[src/hdl/octc_pkg.sv]
// Shared types, constants and helpers for the octree cell index block.
// Used by every module under hdl; depends on nothing else.
`timescale 1ns / 1ps

package octc_pkg;

  localparam int COORD_W       = 32;
  localparam int MAX_LEVEL_DEF = 7;
  localparam int IDX_W         = 22;
  localparam int DEPTH_W       = 3;
  localparam int LEVEL_W       = 3;
  localparam int CFG_IDX_W     = 3;
  localparam int CFG_DATA_W    = 32;

  localparam logic [CFG_DATA_W-1:0] INV_RESET = 32'h0001_0000;

  // Register indexes of the configuration port
  localparam logic [CFG_IDX_W-1:0] REG_TREE_LEVEL = 3'd0;
  localparam logic [CFG_IDX_W-1:0] REG_ORIGIN_X   = 3'd1;
  localparam logic [CFG_IDX_W-1:0] REG_ORIGIN_Y   = 3'd2;
  localparam logic [CFG_IDX_W-1:0] REG_ORIGIN_Z   = 3'd3;
  localparam logic [CFG_IDX_W-1:0] REG_INV_X      = 3'd4;
  localparam logic [CFG_IDX_W-1:0] REG_INV_Y      = 3'd5;
  localparam logic [CFG_IDX_W-1:0] REG_INV_Z      = 3'd6;

  typedef struct packed {
    logic signed [COORD_W-1:0] corner_a_x;
    logic signed [COORD_W-1:0] corner_a_y;
    logic signed [COORD_W-1:0] corner_a_z;
    logic signed [COORD_W-1:0] corner_b_x;
    logic signed [COORD_W-1:0] corner_b_y;
    logic signed [COORD_W-1:0] corner_b_z;
  } octc_in_t;

  typedef struct packed {
    logic [IDX_W-1:0]   cell_index;
    logic [DEPTH_W-1:0] cell_depth;
    logic               clamped;
  } octc_out_t;

  // Per-stage advance strobes of the pipeline
  typedef struct packed {
    logic s1;
    logic s2;
    logic s3;
    logic s4;
    logic s5;
  } octc_adv_t;

  // Linear octree offset (8^depth - 1) / 7 for depth 0..8
  function automatic logic [23:0] octc_offset(input logic [3:0] depth);
    logic [23:0] acc;
    acc = '0;
    for (int i = 0; i < 8; i++) begin
      if (4'(i) < depth) begin
        acc = {acc[20:0], 3'b001};
      end
    end
    return acc;
  endfunction

endpackage

[src/hdl/octc_axis.sv]
// One corner coordinate on one axis: origin subtract, scale by the reciprocal
// cell size, floor and clamp to the finest level. Three pipeline stages.
// Depends on octc_pkg.
`timescale 1ns / 1ps

module octc_axis #(
  parameter int MAX_LEVEL = octc_pkg::MAX_LEVEL_DEF
) (
  input  logic                         clk,
  input  octc_pkg::octc_adv_t          adv,
  input  logic [octc_pkg::COORD_W-1:0] corner,
  input  logic [31:0]                  origin,
  input  logic [31:0]                  inv_cell,
  input  logic [MAX_LEVEL-1:0]         top,
  output logic [MAX_LEVEL-1:0]         coord,
  output logic                         clamp
);
  import octc_pkg::*;

  localparam int CW = COORD_W;
  // Magnitude is padded so that a high part always exists above bit 31
  localparam int DW = (CW > 32) ? CW : 33;

  logic [CW-1:0]        org_cw;
  logic signed [CW:0]   diff;
  logic [DW-1:0]        mag;
  logic                 neg1;
  logic [63:0]          prod_lo;
  logic [DW-1:0]        prod_hi;
  logic                 neg2;
  logic [DW:0]          sum;
  logic                 over;

  assign org_cw = CW'(origin);
  assign diff   = $signed({corner[CW-1], corner}) - $signed({org_cw[CW-1], org_cw});

  // Stage 1: offset from the region origin
  always_ff @(posedge clk) begin
    if (adv.s1) begin
      mag  <= DW'(diff[CW-1:0]);
      neg1 <= diff[CW];
    end
  end

  // Stage 2: split multiply, low 32 bits and the remaining high part
  always_ff @(posedge clk) begin
    if (adv.s2) begin
      prod_lo <= mag[31:0] * inv_cell;
      prod_hi <= mag[DW-1:32] * inv_cell;
      neg2    <= neg1;
    end
  end

  assign sum  = {1'b0, prod_hi} + (DW+1)'(prod_lo[63:32]);
  assign over = sum > (DW+1)'(top);

  // Stage 3: floor and clamp
  always_ff @(posedge clk) begin
    if (adv.s3) begin
      if (neg2) begin
        coord <= '0;
      end else if (over) begin
        coord <= top;
      end else begin
        coord <= sum[MAX_LEVEL-1:0];
      end
      clamp <= neg2 || over;
    end
  end

endmodule

[config.mk]
export PLATFORM = sky130hd
export DESIGN_NAME = octc_axis
export DESIGN_NICKNAME = d
export VERILOG_FILES = /design/src/hdl/octc_pkg.sv /design/src/hdl/octc_axis.sv
export SDC_FILE = /design/constraint.sdc
export NUM_CORES = 2
export LEC_CHECK = 0
export BUFFER_PORTS_ARGS = -buffer_cell sky130_fd_sc_hd__buf_4
export CORE_MARGIN = 5
export CORE_UTILIZATION = 65
export DETAILED_ROUTE_END_ITERATION = 7
export GPL_TIMING_DRIVEN = 0
export PLACE_DENSITY = 0.92
export SYNTH_ARGS = -nofsm -noshare
export SYNTH_HDL_FRONTEND = slang
export SYNTH_SLANG_ARGS = --single-unit
[constraint.sdc]
create_clock -name clk -period 26.1 [get_ports clk]
set_clock_uncertainty 0.1 [all_clocks]
set_input_delay 7.83 -clock clk [delete_from_list [all_inputs] [get_ports clk]]
set_output_delay 7.83 -clock clk [all_outputs]
set_load 0.02 [all_outputs]
==> metrics.yaml <==
status:
  status: "complete, no violations"
grt:
  grt_start_max_net_pins: 34
  antenna_found_initial: 14
  track_usage_pct: 42.9
  grt_pass1_wl_mm: 195
  grt_overflow: 0
  grt_pass1_vias: 32000
setup_path:
  worst_path_max_delay_cell: "clkbuf_1"
  timing.critical_path.buf_inv: 4
  critical_path.cell_chain: "buf_4 > clkbuf_1 > and2_1 > fa_1 > fa_1 > fa_1 > inv_1 > fa_1 > inv_1 > fa_1 > fa_1 > fa_1 > fa_1 > ha_1 > a21oi_1 > o21ai_0 > a221oi_1 > o21ai_1 > a21oi_2 > o21ai_2 > a211o_1 > a21o_1 > xnor2_1"
  setup.worst_path.end_class: "flop"
  worstPathRequired_ps: 26120
  crit_type: "in2reg"
  critPathLaunchType: "input pin"
  max_stage_delay_ps: 920
  cp_common_cell: "fa_1"
  worstPathArrival_ps: 16180
  crit_family: "adder cells"
  cp_max_fo: 10
cts:
  clock-root-buffer: "clkbuf_16"
  cts-resized-gates: 0
  cts_htree_levels: 3
  worstSkewPairLatency_ps: 380
  cts_tree: "done"
  post_cts_buffers: 0
  cts_buffers: 9
  clk_pin_slew_ps: 60
  cts_sinks: 74
  cts_max_path_buffers: 2
  cts_hold_buf: 0
synthesis:
  synth_cells: 3994
  yosysTopAreaCellShare_pct: 48.3
  syn_area_per_cell_um2: 9.31
  syn_area_um2: 37200
  synth-edff-count: 74
  ys_warn_count: 0
  synthesis.nets: 5298
  ys_seq_area_share_pct: 5.98
  yosysMostFrequentCell: "inv_1"
  synthTopCellsByCount: "inv_1, fa_1, and2_1, nand2_1, ha_1"
  async_flop_share_pct: 0
  synth_area_leaders: "fa_1, and2_1, ha_1"
  ys_ff_latch: 74
  synth_largest_area_cell: "fa_1"
  ys_types: 71
  ys.flop_type: "edfxtp_1"
timing:
  relSlewSlack_pct: 13.9
  maxSlewViolCount: 0
  max_freq_mhz: 61.9
  period_needed_ps: 16160
  timing.final.crit_share_pct: 61.9
  worstMarginPinSlew_ps: 1290
  timing.setup.tns_ps: 0
  rsz0062_at_grt: "no"
  final-hold-violation-count: 0
  setup_viol: 0
place:
  routabilityCongestion: 1.09
  place_area_um2: 39000
  dp.final_hpwl_mm: 109
  dp_cells: 4864
  io_buffers: 114
floorplanning:
  core_area_um2: 56500
  start_util_pct: 65.8
  ios: 117
  rows: 87
  fp.dieW_um: 249
  fp.dieH_um: 249
  die_area_um2: 62100
drt:
  wl_per_cell_um: 27.3
  wl_mm: 134
  drc: 0
  vias: 30100
  first_pass_iters: 7
  vias_per_cell: 6.15
  drt_iter0_drc: 3460
  detail-route-antenna-nets: 0
flow_run:
  cap_violations: 0
cells_and_area:
  drive_gt1_share_pct: 3.98
  area_growth_pct: 5.72
  fin_cells: 4894
  fin_area_um2: 39300
  final_nets: 5424
min_path:
  hold_path.class: "reg2reg"
==> state kept, by name, summed over array words and instances, names as in the netlist <==
name / flops
neg2: 1
neg1: 1
prod_lo: 32
clamp: 1
mag: 32
coord: 7
==> layout by cell type, fill, tap and decap left out, types with 34 or more instances in the layout <==
cell      instances
inv_1           950
fa_1            896
and2_1          635
nand2_1         449
ha_1            299
clkbuf_1        203
buf_4           114
a21oi_1          79
edfxtp_1         74
a21o_1           44
nor2_1           36
xnor2_1          34
==> worst register-to-register path: cells and delay by family (launching register included) <==
| family | cells | cell delay (ps) |
|---|---|---|
| AOI/OAI and AO/OA | 8 | 2240 |
| xor gates and xnor gates | 1 | 120 |
| adders and majority gates | 9 | 4600 |
| buffers and inverters | 4 | 960 |
| DFF | 1 | 640 |
| and+or+nand+nor | 1 | 160 |
==> per-stage QoR <==
step	util (%)	hold WS, ps	setup WS [ps]
3_3_place_gp	69.0	546	9380
4_1_cts	69.5	555	9620
6_report	69.6	542	9940
2_1_floorplan	-	300	11600
5_1_grt	69.5	591	9850
3_5_place_dp	69.0	539	9250
==> area by class of cell <==
class                           count  area (µm²)
Sequential cell                    74        2220
Fill cell                        4273       17200
Inverter                          950        3570
Clock buffer                        9         225
Clock inverter                      7        61.3
Antenna cell                       13        32.5
Multi-Input combinational cell   2763       30600
Tap cell                          756         946
Buffer                            207         781
Timing Repair Buffer              115         861
==> cell families (layout without fill, tap and decap cells) <==
family | Yosys count | in the layout | share of synthesized area [%]
compound gates | 259 | 259 | 4.72
other cells | 0 | 13 | 0
flops | 74 | 74 | 5.98
fa+ha+maj | 1195 | 1195 | 58.3
mux | 8 | 8 | 0.219
xor+xnor | 60 | 60 | 1.41
simple gates | 1241 | 1241 | 17.6
buf+inv | 1157 | 1288 | 11.7
==> per-layer routing <==
metal | track usage [%] | up-vias | part of all wire (%)
met3 | 15.5 | 839 | 14
met2 | 64.5 | 2351 | 43
li1 | - | 12000 | -
met1 | 49.8 | 14900 | 32
met5 | 0 | - | 0.075
met4 | 34.2 | 14 | 11
==> final timing paths <==
check                   start     endpoint  slack [ps]  depth (start not counted)
setup / recovery  inv_cell[7]  prod_lo[63]        9940                         23
hold / removal    prod_lo[34]     coord[2]         540                          2
hold reg to reg   prod_lo[34]     coord[2]         540                          2
setup reg to reg       mag[5]  prod_lo[63]       17030                         23
Power is not shown: default switching activity piles up to over one toggle a cycle in this logic, so the estimate is an artifact.
