--- src/hdl/octc_pkg.sv ---
// Shared types, constants and helpers for the octree cell index block.
// Used by every module under hdl; depends on nothing else.
`timescale 1ns / 1ps

package octc_pkg;

  localparam int COORD_W       = 32;
  localparam int MAX_LEVEL_DEF = 7;
  localparam int IDX_W         = 22;
  localparam int DEPTH_W       = 3;
  localparam int LEVEL_W       = 3;
  localparam int CFG_IDX_W     = 3;
  localparam int CFG_DATA_W    = 32;

  localparam logic [CFG_DATA_W-1:0] INV_RESET = 32'h0001_0000;

  // Register indexes of the configuration port
  localparam logic [CFG_IDX_W-1:0] REG_TREE_LEVEL = 3'd0;
  localparam logic [CFG_IDX_W-1:0] REG_ORIGIN_X   = 3'd1;
  localparam logic [CFG_IDX_W-1:0] REG_ORIGIN_Y   = 3'd2;
  localparam logic [CFG_IDX_W-1:0] REG_ORIGIN_Z   = 3'd3;
  localparam logic [CFG_IDX_W-1:0] REG_INV_X      = 3'd4;
  localparam logic [CFG_IDX_W-1:0] REG_INV_Y      = 3'd5;
  localparam logic [CFG_IDX_W-1:0] REG_INV_Z      = 3'd6;

  typedef struct packed {
    logic signed [COORD_W-1:0] corner_a_x;
    logic signed [COORD_W-1:0] corner_a_y;
    logic signed [COORD_W-1:0] corner_a_z;
    logic signed [COORD_W-1:0] corner_b_x;
    logic signed [COORD_W-1:0] corner_b_y;
    logic signed [COORD_W-1:0] corner_b_z;
  } octc_in_t;

  typedef struct packed {
    logic [IDX_W-1:0]   cell_index;
    logic [DEPTH_W-1:0] cell_depth;
    logic               clamped;
  } octc_out_t;

  // Per-stage advance strobes of the pipeline
  typedef struct packed {
    logic s1;
    logic s2;
    logic s3;
    logic s4;
    logic s5;
  } octc_adv_t;

  // Linear octree offset (8^depth - 1) / 7 for depth 0..8
  function automatic logic [23:0] octc_offset(input logic [3:0] depth);
    logic [23:0] acc;
    acc = '0;
    for (int i = 0; i < 8; i++) begin
      if (4'(i) < depth) begin
        acc = {acc[20:0], 3'b001};
      end
    end
    return acc;
  endfunction

endpackage

--- src/hdl/octc_morton.sv ---
// Morton interleave of both corners, shared-cell search and linear index.
// Two pipeline stages; the second is the output register. Depends on octc_pkg.
`timescale 1ns / 1ps

module octc_morton #(
  parameter int MAX_LEVEL = octc_pkg::MAX_LEVEL_DEF,
  parameter int LVL_W     = $clog2(MAX_LEVEL + 1)
) (
  input  logic                          clk,
  input  octc_pkg::octc_adv_t           adv,
  input  logic [2:0][MAX_LEVEL-1:0]     cell_a,
  input  logic [2:0][MAX_LEVEL-1:0]     cell_b,
  input  logic                          clamp,
  input  logic [LVL_W-1:0]              lvl,
  output octc_pkg::octc_out_t           out_data
);
  import octc_pkg::*;

  localparam int MW   = 3 * MAX_LEVEL;
  localparam int SH_W = LVL_W + 2;

  logic [MW-1:0]    ma;
  logic [MW-1:0]    mb;
  logic [MW-1:0]    code_diff;
  logic [LVL_W-1:0] hi_next;
  logic [MW-1:0]    mb4;
  logic [LVL_W-1:0] hi4;
  logic             clamp4;
  logic [SH_W-1:0]  shamt;
  logic [MW-1:0]    space;
  logic [LVL_W-1:0] depth;
  logic [MW:0]      offset;
  logic [MW:0]      idx_sum;

  always_comb begin
    for (int i = 0; i < MAX_LEVEL; i++) begin
      ma[3*i]   = cell_a[0][i];
      ma[3*i+1] = cell_a[1][i];
      ma[3*i+2] = cell_a[2][i];
      mb[3*i]   = cell_b[0][i];
      mb[3*i+1] = cell_b[1][i];
      mb[3*i+2] = cell_b[2][i];
    end
  end

  assign code_diff = ma ^ mb;

  // Highest 3-bit group in which the codes differ
  always_comb begin
    hi_next = '0;
    for (int i = 0; i < MAX_LEVEL; i++) begin
      if (code_diff[3*i +: 3] != 3'b000) begin
        hi_next = LVL_W'(i + 1);
      end
    end
  end

  // Stage 4
  always_ff @(posedge clk) begin
    if (adv.s4) begin
      mb4    <= mb;
      hi4    <= hi_next;
      clamp4 <= clamp;
    end
  end

  assign shamt   = {hi4, 1'b0} + SH_W'(hi4);
  assign space   = mb4 >> shamt;
  assign depth   = lvl - hi4;
  assign offset  = (MW+1)'(octc_offset(4'(depth)));
  assign idx_sum = (MW+1)'(space) + offset;

  // Stage 5: output register
  always_ff @(posedge clk) begin
    if (adv.s5) begin
      out_data.cell_index <= IDX_W'(idx_sum);
      out_data.cell_depth <= DEPTH_W'(depth);
      out_data.clamped    <= clamp4;
    end
  end

endmodule

--- config.mk ---
export PLATFORM = sky130hd
export DESIGN_NAME = octc_morton
export DESIGN_NICKNAME = d
export VERILOG_FILES = /design/src/hdl/octc_pkg.sv /design/src/hdl/octc_morton.sv
export SDC_FILE = /design/constraint.sdc
export NUM_CORES = 1
export LEC_CHECK = 0
export BUFFER_PORTS_ARGS = -buffer_cell sky130_fd_sc_hd__buf_2
export CORE_UTILIZATION = 35
export DETAILED_ROUTE_END_ITERATION = 10
export PLACE_DENSITY = 0.56
export REMOVE_ABC_BUFFERS = 1
export SKIP_CTS_REPAIR_TIMING = 1
export SLEW_MARGIN = 20
export SYNTH_ARGS = -nofsm -noshare
export SYNTH_HDL_FRONTEND = slang
export SYNTH_SLANG_ARGS = --single-unit
--- constraint.sdc ---
create_clock -name clk -period 7.5 [get_ports clk]
set_input_delay 1.5 -clock clk [delete_from_list [all_inputs] [get_ports clk]]
set_output_delay 1.5 -clock clk [all_outputs]
set_load 0.01 [all_outputs]
==> flow_summary.toml, run 1 <==
[run_status]
status = "finished, final reports clean"

[critical_path]
timing.rr.end = "out_data[24]$_DFFE_PP_"
cp_common_cell = "inv_1"
worstPathMaxFanout = 26
end_kind = "register"
path_class = "register to register"
cp.required_ps = 7570
cp-startpoint = "hi4[0]$_SDFFCE_PP1P_"
crit_chain = "buf_4 -> ha_1 -> inv_1 -> fa_1 -> inv_1 -> mux4_2 -> o2bb2ai_1 -> nand3_1 -> o21ai_1 -> and3_1 -> o221ai_1 -> a31o_1"
start_kind = "register"
endpoint = "out_data[24]$_DFFE_PP_"
rrSetupSlack_ps = 2760
critPathSlowestCell = "fa_1"
ff2ff_path_depth = 12
cp_slowest_stage_delay_ps = 1010
r2r_start = "hi4[0]$_SDFFCE_PP1P_"
crit_family = "adder cells"
cp.buffers_inverters = 3
arrival_ps = 4810
cp_num_cells = 12

[global_route]
antenna_found_initial = 0
track_usage_pct = 14.1
grt_pass1_vias = 2658
grt_pass1_wl_um = 12500
grt_overflow = 0
grt_max_degree = 29

[yosys]
postSynthCellCount = 318
yosys.area.top_type = "edfxtp_1"
synth.avg_cell_area_sq_um = 11.8
yosysTopAreaCellShare_pct = 40.7
syn-cell-area_sq_mm = 0.00376
synth_common_cells = "edfxtp_1 (51), nand2_1 (30), nor2_1 (25), xnor2_1 (24), xor2_1 (16)"
ys_types = 67
async_reset_ff_share_pct = 0
synth_edf_count = 51
ys_warn_count = 0
yosysMostFrequentCell = "edfxtp_1"
synth-seq-cells = 51
synth_ff_type = "edfxtp_1"
synth_area_leaders = "edfxtp_1 (41%), mux4_2 (6.6%), xnor2_1 (5.6%)"
ys_seq_area_share_pct = 40.7

[clock_tree]
cts_tree = "built"
clock-sinks = 51
cts_made_buffers = 5
ctsHtreeMaxLevel = 2
clk_pin_slew_ps = 90
clock_latency_ps = 310
ctsRootBufferMaster = "clkbuf_8"
clockBufferDepth = 2

[timing]
fmaxAchievable_mhz = 211
worstMarginPinSlew_ps = 992
hold_viol_final = 0
fin_crit_sh_pct = 63.2
finalSetupViolCount = 0
rsz0062_at_grt = "no"
slew_viol_final = 0
skew_ps = 5.68
setup_tns_ps = 0
fin_crit_ps = 4740
maxSlewHeadroom_pct = 33.9

[finish]
nets = 455
area_growth_pct = 14.3
diodes = 0
drive_gt1_share_pct = 29.2
fin_util_pct = 41.5

[floorplanning]
die_y_um = 106
ios = 78
die-area_sq_mm = 0.0112
start_util_pct = 36.3
rows = 37
core_area_sq_mm = 0.0104
die_x_um = 106

[place]
portBuffers = 74
dp_hpwl_um = 5990
globalplace.congestion = 0.833

[routing]
wl_per_cell_um = 14.3
firstDrtPassIters = 7
post-route-drc-count = 0
wl_um = 7540
via_per_inst = 5.12
drt_first_iter_violations = 158
ant_nets = 0
route.vias.total = 2693

[power]
powerDensity_mw_per_mm2 = 214
leakage_nw = 1.71
finalPower_w = 0.000920
vdd_drop_max_v = 0.0000883

[min_path]
min_path_type = "register to register"

[run]
maxCapViolations = 0
## per-layer routing
layer  vias up  GRT usage, %  wire [um]
met1      1241          17.8       3410
met2        94          24.6       3630
met5         -             0          0
met4         0          4.07        107
li1       1349             -          -
met3         9          2.47        388
## layout by cell type (no fill, tap or decap), types with 5 or more instances in the layout
cell and instances:
ha_1 12, nand3_1 11, inv_1 14, clkbuf_8 5, o21ai_0 9, nand2_1 30, mux4_1 7, a21oi_1 7
buf_2 74, xor2_1 16, mux2i_1 11, mux4_2 11, nor2_1 25, and3_1 8, and2_1 5, xnor2_1 24
mux2_2 8, edfxtp_1 51
## final cells by class
type / count / area (sq um)
fillers: 1031 / 6070
multi-input cells: 242 / 2090
flip-flops and latches: 51 / 1530
repair buffers: 75 / 378
well taps: 136 / 170
clock buffers: 6 / 72.6
inverters: 14 / 52.6
clock inverters: 2 / 7.51
## where the power goes
part / switching, W / internal, W / leakage (nW)
combinational: 0.000214 / 0.000171 / 1.16
sequential: 0.0000144 / 0.000369 / 0.508
clock: 0.0000878 / 0.0000638 / 0.0403
total: 0.000316 / 0.000604 / 1.71
## worst min-delay path by stage
stage,start,end,cells past startpoint
2_1_floorplan,clamp4$_DFFE_PP_,out_data[0]$_DFFE_PP_,0
3_3_place_gp,clamp4$_DFFE_PP_,out_data[0]$_DFFE_PP_,0
3_5_place_dp,clamp4$_DFFE_PP_,out_data[0]$_DFFE_PP_,0
4_1_cts,clamp4$_DFFE_PP_,out_data[0]$_DFFE_PP_,0
5_1_grt,clamp4$_DFFE_PP_,out_data[0]$_DFFE_PP_,0
6_report,clamp4$_DFFE_PP_,out_data[0]$_DFFE_PP_,0
## per-stage QoR
stage                     setup slack, ps  instances  hold slack (ps)  instance area (sq um)
after floorplan                      3000        307              400                   3670
after global placement               2740        518              406                   4220
after detailed placement             2640        518              405                   4220
after CTS                            2790        526              426                   4300
after global routing                 2510        526              440                   4300
final                                2760        526              425                   4300
## logic make-up (layout without fill, tap and decap cells)
| kind of cell | Yosys count | after routing | share of synthesized area [%] |
|---|---|---|---|
| fa+ha+maj | 14 | 14 | 5.05 |
| xor+xnor | 42 | 42 | 10.5 |
| compound gates | 51 | 51 | 10.5 |
| flops | 51 | 51 | 40.7 |
| mux | 37 | 37 | 16.8 |
| simple gates | 98 | 98 | 12.7 |
| buf+inv | 25 | 97 | 3.79 |
## sequential cells by signal (all words and copies together) (netlist names)
signal	flops
mb4	21
out_data	26
clamp4	1
hi4	3
No activity file was read; power rests on OpenSTA's default activity.
==> run 2, diff against run 1 <==
==> constraint.sdc (replaced) <==
create_clock -name clk -period 4.7 [get_ports clk]
set_input_delay 0.94 -clock clk [delete_from_list [all_inputs] [get_ports clk]]
set_output_delay 0.94 -clock clk [all_outputs]
set_load 0.01 [all_outputs]
==> run 2 against run 1 <==
  * Wire length fell by 1.3%
  * Die area did not move
  * First-iteration DRC count fell by 28%
  * Global-route usage fell by 0.54 points
  * Sequential share of layout area fell by 0.12 points
  * Flip-flop and latch count did not move
  * Total power rose by 59%
  * Final area rose by 0.35%
  * Clock skew fell by 0.74 ps
  * Maximum frequency rose by 13%
  * Largest power group unchanged
  * Highest routed layer unchanged
==> flow_summary.toml, run 2 (same netlist as run 1, synthesis figures left out) <==
[clock_tree]
cts_made_buffers = 5
clock_latency_ps = 300
ctsRootBufferMaster = "clkbuf_8"
clk_pin_slew_ps = 80
clock-sinks = 51
clockBufferDepth = 2
cts_tree = "built"
ctsHtreeMaxLevel = 2

[timing]
whs_ps = 426
setup_tns_ps = 0
maxSlewHeadroom_pct = 50.7
slew_viol_final = 0
fin_ws_ps = 507
fmaxAchievable_mhz = 238
skew_ps = 4.94
hold_viol_final = 0
rsz0062_at_grt = "no"
fin_crit_sh_pct = 89.2
worstMarginPinSlew_ps = 739
fin_crit_ps = 4190
finalSetupViolCount = 0

[floorplanning]
rows = 37
die_y_um = 106
die_x_um = 106
start_util_pct = 36.3
ios = 78
core_area_sq_mm = 0.0104
die-area_sq_mm = 0.0112

[critical_path]
end_kind = "register"
cp.buffers_inverters = 1
start_kind = "register"
cp_slowest_stage_delay_ps = 580
critPathSlowestCell = "mux4_2"
cp_common_cell = "ha_1"
rrSetupSlack_ps = 510
worstPathMaxFanout = 18
cp.required_ps = 4760
crit_family = "compound AO/OA/AOI/OAI gates"
path_class = "register to register"
timing.rr.end = "out_data[16]$_DFFE_PP_"
arrival_ps = 4250
r2r_start = "hi4[2]$_SDFFCE_PP1P_"
crit_chain = "inv_1 -> fa_1 -> xor2_4 -> mux4_2 -> a22o_1 -> ha_1 -> ha_1 -> a41oi_1 -> o21a_1 -> o21bai_1 -> a21oi_1 -> nor2_1 -> xor2_1"
ff2ff_path_depth = 13

[power]
leakage_nw = 1.72
clockPowerShare_pct = 15.7
vdd_drop_max_v = 0.000135
netSwitchingFraction_pct = 33.9
power_switching_w = 0.000495
powerDensity_mw_per_mm2 = 338
p_int_w = 0.000964
seqPwrFrac_pct = 42.0
combPwrFrac_pct = 42.3

[min_path]
min_path_type = "register to register"
holdPathStages = 0
hold_path_startpoint = "clamp4$_DFFE_PP_"
hold_end = "out_data[0]$_DFFE_PP_"

[routing]
ant_nets = 0
wl_per_cell_um = 14.1
wl_um = 7440
via_per_inst = 5.02
post-route-drc-count = 0
firstDrtPassIters = 5
drt_first_iter_violations = 114
route.vias.total = 2647

[place]
placed_area_sq_mm = 0.00424
dp_hpwl_um = 6030
globalplace.congestion = 0.825
portBuffers = 74
dpl_worst_slack_ps = 504

[global_route]
grt_pass1_wl_um = 12000
grt_max_degree = 27
antenna_found_initial = 0
track_usage_pct = 13.6
grt_overflow = 0
grt_pass1_vias = 2502

[finish]
layout_common_cells = "buf_2 (74), edfxtp_1 (51), nand2_1 (30), nor2_1 (25), xnor2_1 (24)"
largest_register_ffs = 26
fin_util_pct = 41.6
stdcell_area_sq_mm = 0.00432
drive_gt1_share_pct = 29.9
diodes = 0
nets = 458
mostFrequentLayoutCell = "buf_2"
largest_registers = "out_data (26), mb4 (21), hi4 (3)"
area_growth_pct = 14.7
top_register = "out_data"

[run_status]
status = "finished, final reports clean"

[run]
maxCapViolations = 0
run 2: worst max path at each step:
stage                               from                     end  slack, ps  depth (start not counted)
global placement    hi4[2]$_SDFFCE_PP1P_  out_data[16]$_DFFE_PP_        550                         13
floorplan           hi4[0]$_SDFFCE_PP1P_  out_data[16]$_DFFE_PP_        200                         14
finish              hi4[2]$_SDFFCE_PP1P_  out_data[16]$_DFFE_PP_        510                         13
global route        hi4[0]$_SDFFCE_PP1P_  out_data[24]$_DFFE_PP_        290                         15
detailed placement  hi4[2]$_SDFFCE_PP1P_  out_data[16]$_DFFE_PP_        500                         13
CTS                 hi4[2]$_SDFFCE_PP1P_  out_data[16]$_DFFE_PP_        490                         13
run 2: cell type report:
cell class / instances / area [sq um]
tap: 136 / 170
clock buffer: 6 / 72.6
timing repair buffer: 78 / 400
fill: 1039 / 6050
sequential: 51 / 1530
inverter: 14 / 52.6
multi-input combinational: 242 / 2090
run 2: metal layers:
layer | wire (um) | vias up | global-route usage [%]
met5 | 0 | - | 0
met4 | 74 | 0 | 2.68
met3 | 332 | 8 | 2.35
met2 | 3550 | 81 | 23.4
met1 | 3490 | 1203 | 17.8
li1 | - | 1355 | -
run 2: power by group through the flow:
stage	Clock, W	Sequential (W)	Combinational [W]
6_report	0.000230	0.000613	0.000617
5_1_grt	0.000254	0.000622	0.000681
2_1_floorplan	0	0.000653	0.000407
3_5_place_dp	0	0.000625	0.000618
3_3_place_gp	0	0.000622	0.000613
4_1_cts	0.000242	0.000614	0.000620
run 2: metrics by stage:
step / total power (W) / std cells
2_1_floorplan: 0.00106 / 307
3_3_place_gp: 0.00124 / 521
3_5_place_dp: 0.00124 / 521
4_1_cts: 0.00148 / 527
5_1_grt: 0.00156 / 527
6_report: 0.00146 / 527
==> run 3, diff against run 2 <==
--- a/config.mk
+++ b/config.mk
@@ -6,6 +6,7 @@
 export NUM_CORES = 1
 export LEC_CHECK = 0
 export BUFFER_PORTS_ARGS = -buffer_cell sky130_fd_sc_hd__buf_2
+export CORE_MARGIN = 5
 export CORE_UTILIZATION = 35
 export DETAILED_ROUTE_END_ITERATION = 10
 export PLACE_DENSITY = 0.56
==> constraint.sdc (replaced) <==
create_clock -name clk -period 4.1 [get_ports clk]
set_input_delay 0.82 -clock clk [delete_from_list [all_inputs] [get_ports clk]]
set_output_delay 0.82 -clock clk [all_outputs]
set_load 0.01 [all_outputs]
==> run 3 against run 2 <==
  * Non-clock buffer count up 9
  * Register-to-register slack worse by 290 ps
  * Maximum frequency up 8.1%
  * Largest power group unchanged
==> flow_summary.toml, run 3 (same netlist as run 1, synthesis figures left out) <==
[place]
dp_cells = 530
globalplace.congestion = 0.867
dpl_worst_slack_ps = 101
dp_hpwl_um = 6720
portBuffers = 74
placed_area_sq_mm = 0.00431

[global_route]
track_usage_pct = 12.9
grt_pass1_vias = 2676
antenna_found_initial = 0
grt_overflow = 0
grt_max_degree = 27
grt_pass1_wl_um = 13500

[critical_path]
cp.buffers_inverters = 2
cp.required_ps = 4160
end_kind = "register"
r2r_start = "hi4[0]$_SDFFCE_PP1P_"
arrival_ps = 3940
crit_chain = "buf_4 -> mux4_1 -> mux4_2 -> a22o_1 -> ha_1 -> ha_1 -> a41oi_1 -> o21a_1 -> buf_4 -> o21bai_1 -> a21oi_1 -> nor2_1 -> xor2_1"
worstPathMaxFanout = 25
start_kind = "register"
cp-startpoint = "hi4[0]$_SDFFCE_PP1P_"
crit_family = "multiplexers"
critPathSlowestCell = "mux4_1"
path_class = "register to register"
cp_slowest_stage_delay_ps = 660

[finish]
stdcell_area_sq_mm = 0.00440
drive_gt1_share_pct = 32.1
final_cells = 538
layout_common_cells = "buf_2 (74), edfxtp_1 (51), nand2_1 (30), nor2_1 (25), xnor2_1 (24)"
fin_util_pct = 42.2
multi_input_area_sq_mm = 0.00210
largest_register_ffs = 26
largest_registers = "out_data (26), mb4 (21), hi4 (3)"
top_register = "out_data"
area_growth_pct = 16.9
ff_latch_area_sq_mm = 0.00153
diodes = 0
fill_cells = 1008
nets = 467
mostFrequentLayoutCell = "buf_2"

[clock_tree]
cts_tree = "built"
clock-sinks = 51
clockBufferDepth = 2
clk_pin_slew_ps = 90
clock_latency_ps = 300
cts_made_buffers = 5
ctsRootBufferMaster = "clkbuf_8"
ctsHtreeMaxLevel = 2

[timing]
skew_ps = 3.67
worstMarginPinSlew_ps = 612
fin_crit_sh_pct = 94.7
fmaxAchievable_mhz = 258
fin_crit_ps = 3880
rsz0062_at_grt = "no"
slew_viol_final = 0
fin_ws_ps = 219
hold_viol_final = 0
finalSetupViolCount = 0
maxSlewHeadroom_pct = 59.2

[routing]
post-route-drc-count = 0
firstDrtPassIters = 4
via_per_inst = 5.05
wl_um = 8210
ant_nets = 0
wl_per_cell_um = 15.3
route.vias.total = 2717
drt_first_iter_violations = 93

[run]
maxCapViolations = 0

[power]
finalPower_w = 0.00173
leakage_nw = 1.77
powerDensity_mw_per_mm2 = 393
vdd_drop_max_v = 0.000168

[min_path]
min_path_type = "register to register"
hold_path_startpoint = "clamp4$_DFFE_PP_"

[floorplanning]
ios = 78
start_util_pct = 36.1
rows = 37
die-area_sq_mm = 0.0129
die_x_um = 114
die_y_um = 114
core_area_sq_mm = 0.0104

[run_status]
status = "finished, final reports clean"
-- run 3: cell count changes in the layout (fill, tap and decap cells not counted), sizes merged --
cell,previous run,this run
buf,78,87
clkinv,0,2
-- run 3: layout make-up --
type	count	area share, %
Clock buffer	6	1.65
Clock inverter	2	0.171
Timing Repair Buffer	87	10.6
Sequential cell	51	34.8
Inverter	14	1.19
Tap cell	136	3.87
Multi-Input combinational cell	242	47.7
-- run 3: metal layers --
layer  global-route usage (%)  share of wire (%)  vias to the layer above
met1                     17.0                 45                     1244
met3                     2.55                6.2                        8
met4                     2.48                1.0                        0
li1                         -                  -                     1373
met2                     22.2                 48                       92
met5                        0                  0                        -
-- run 3: worst paths after layout --
path                                                to  slack, ps  cells past startpoint
worst max-delay path            out_data[16]$_DFFE_PP_        220                     13
worst min-delay path             out_data[0]$_DFFE_PP_        430                      0
worst max register to register  out_data[16]$_DFFE_PP_        220                     13
worst min register to register   out_data[0]$_DFFE_PP_        430                      0
-- run 3: per-stage QoR --
step	setup TNS, ps	hold slack (ps)
floorplan	-3270	400
global placement	0	406
detailed placement	0	407
CTS	0	429
global route	0	435
finish	0	426
-- run 3: report_power, final --
part           leakage, nW  switching, W  internal (W)  total, W
sequential           0.508     0.0000257      0.000675  0.000701
combinational         1.22      0.000409      0.000340  0.000750
clock               0.0403      0.000160      0.000117  0.000277
total                 1.77      0.000595       0.00113   0.00173
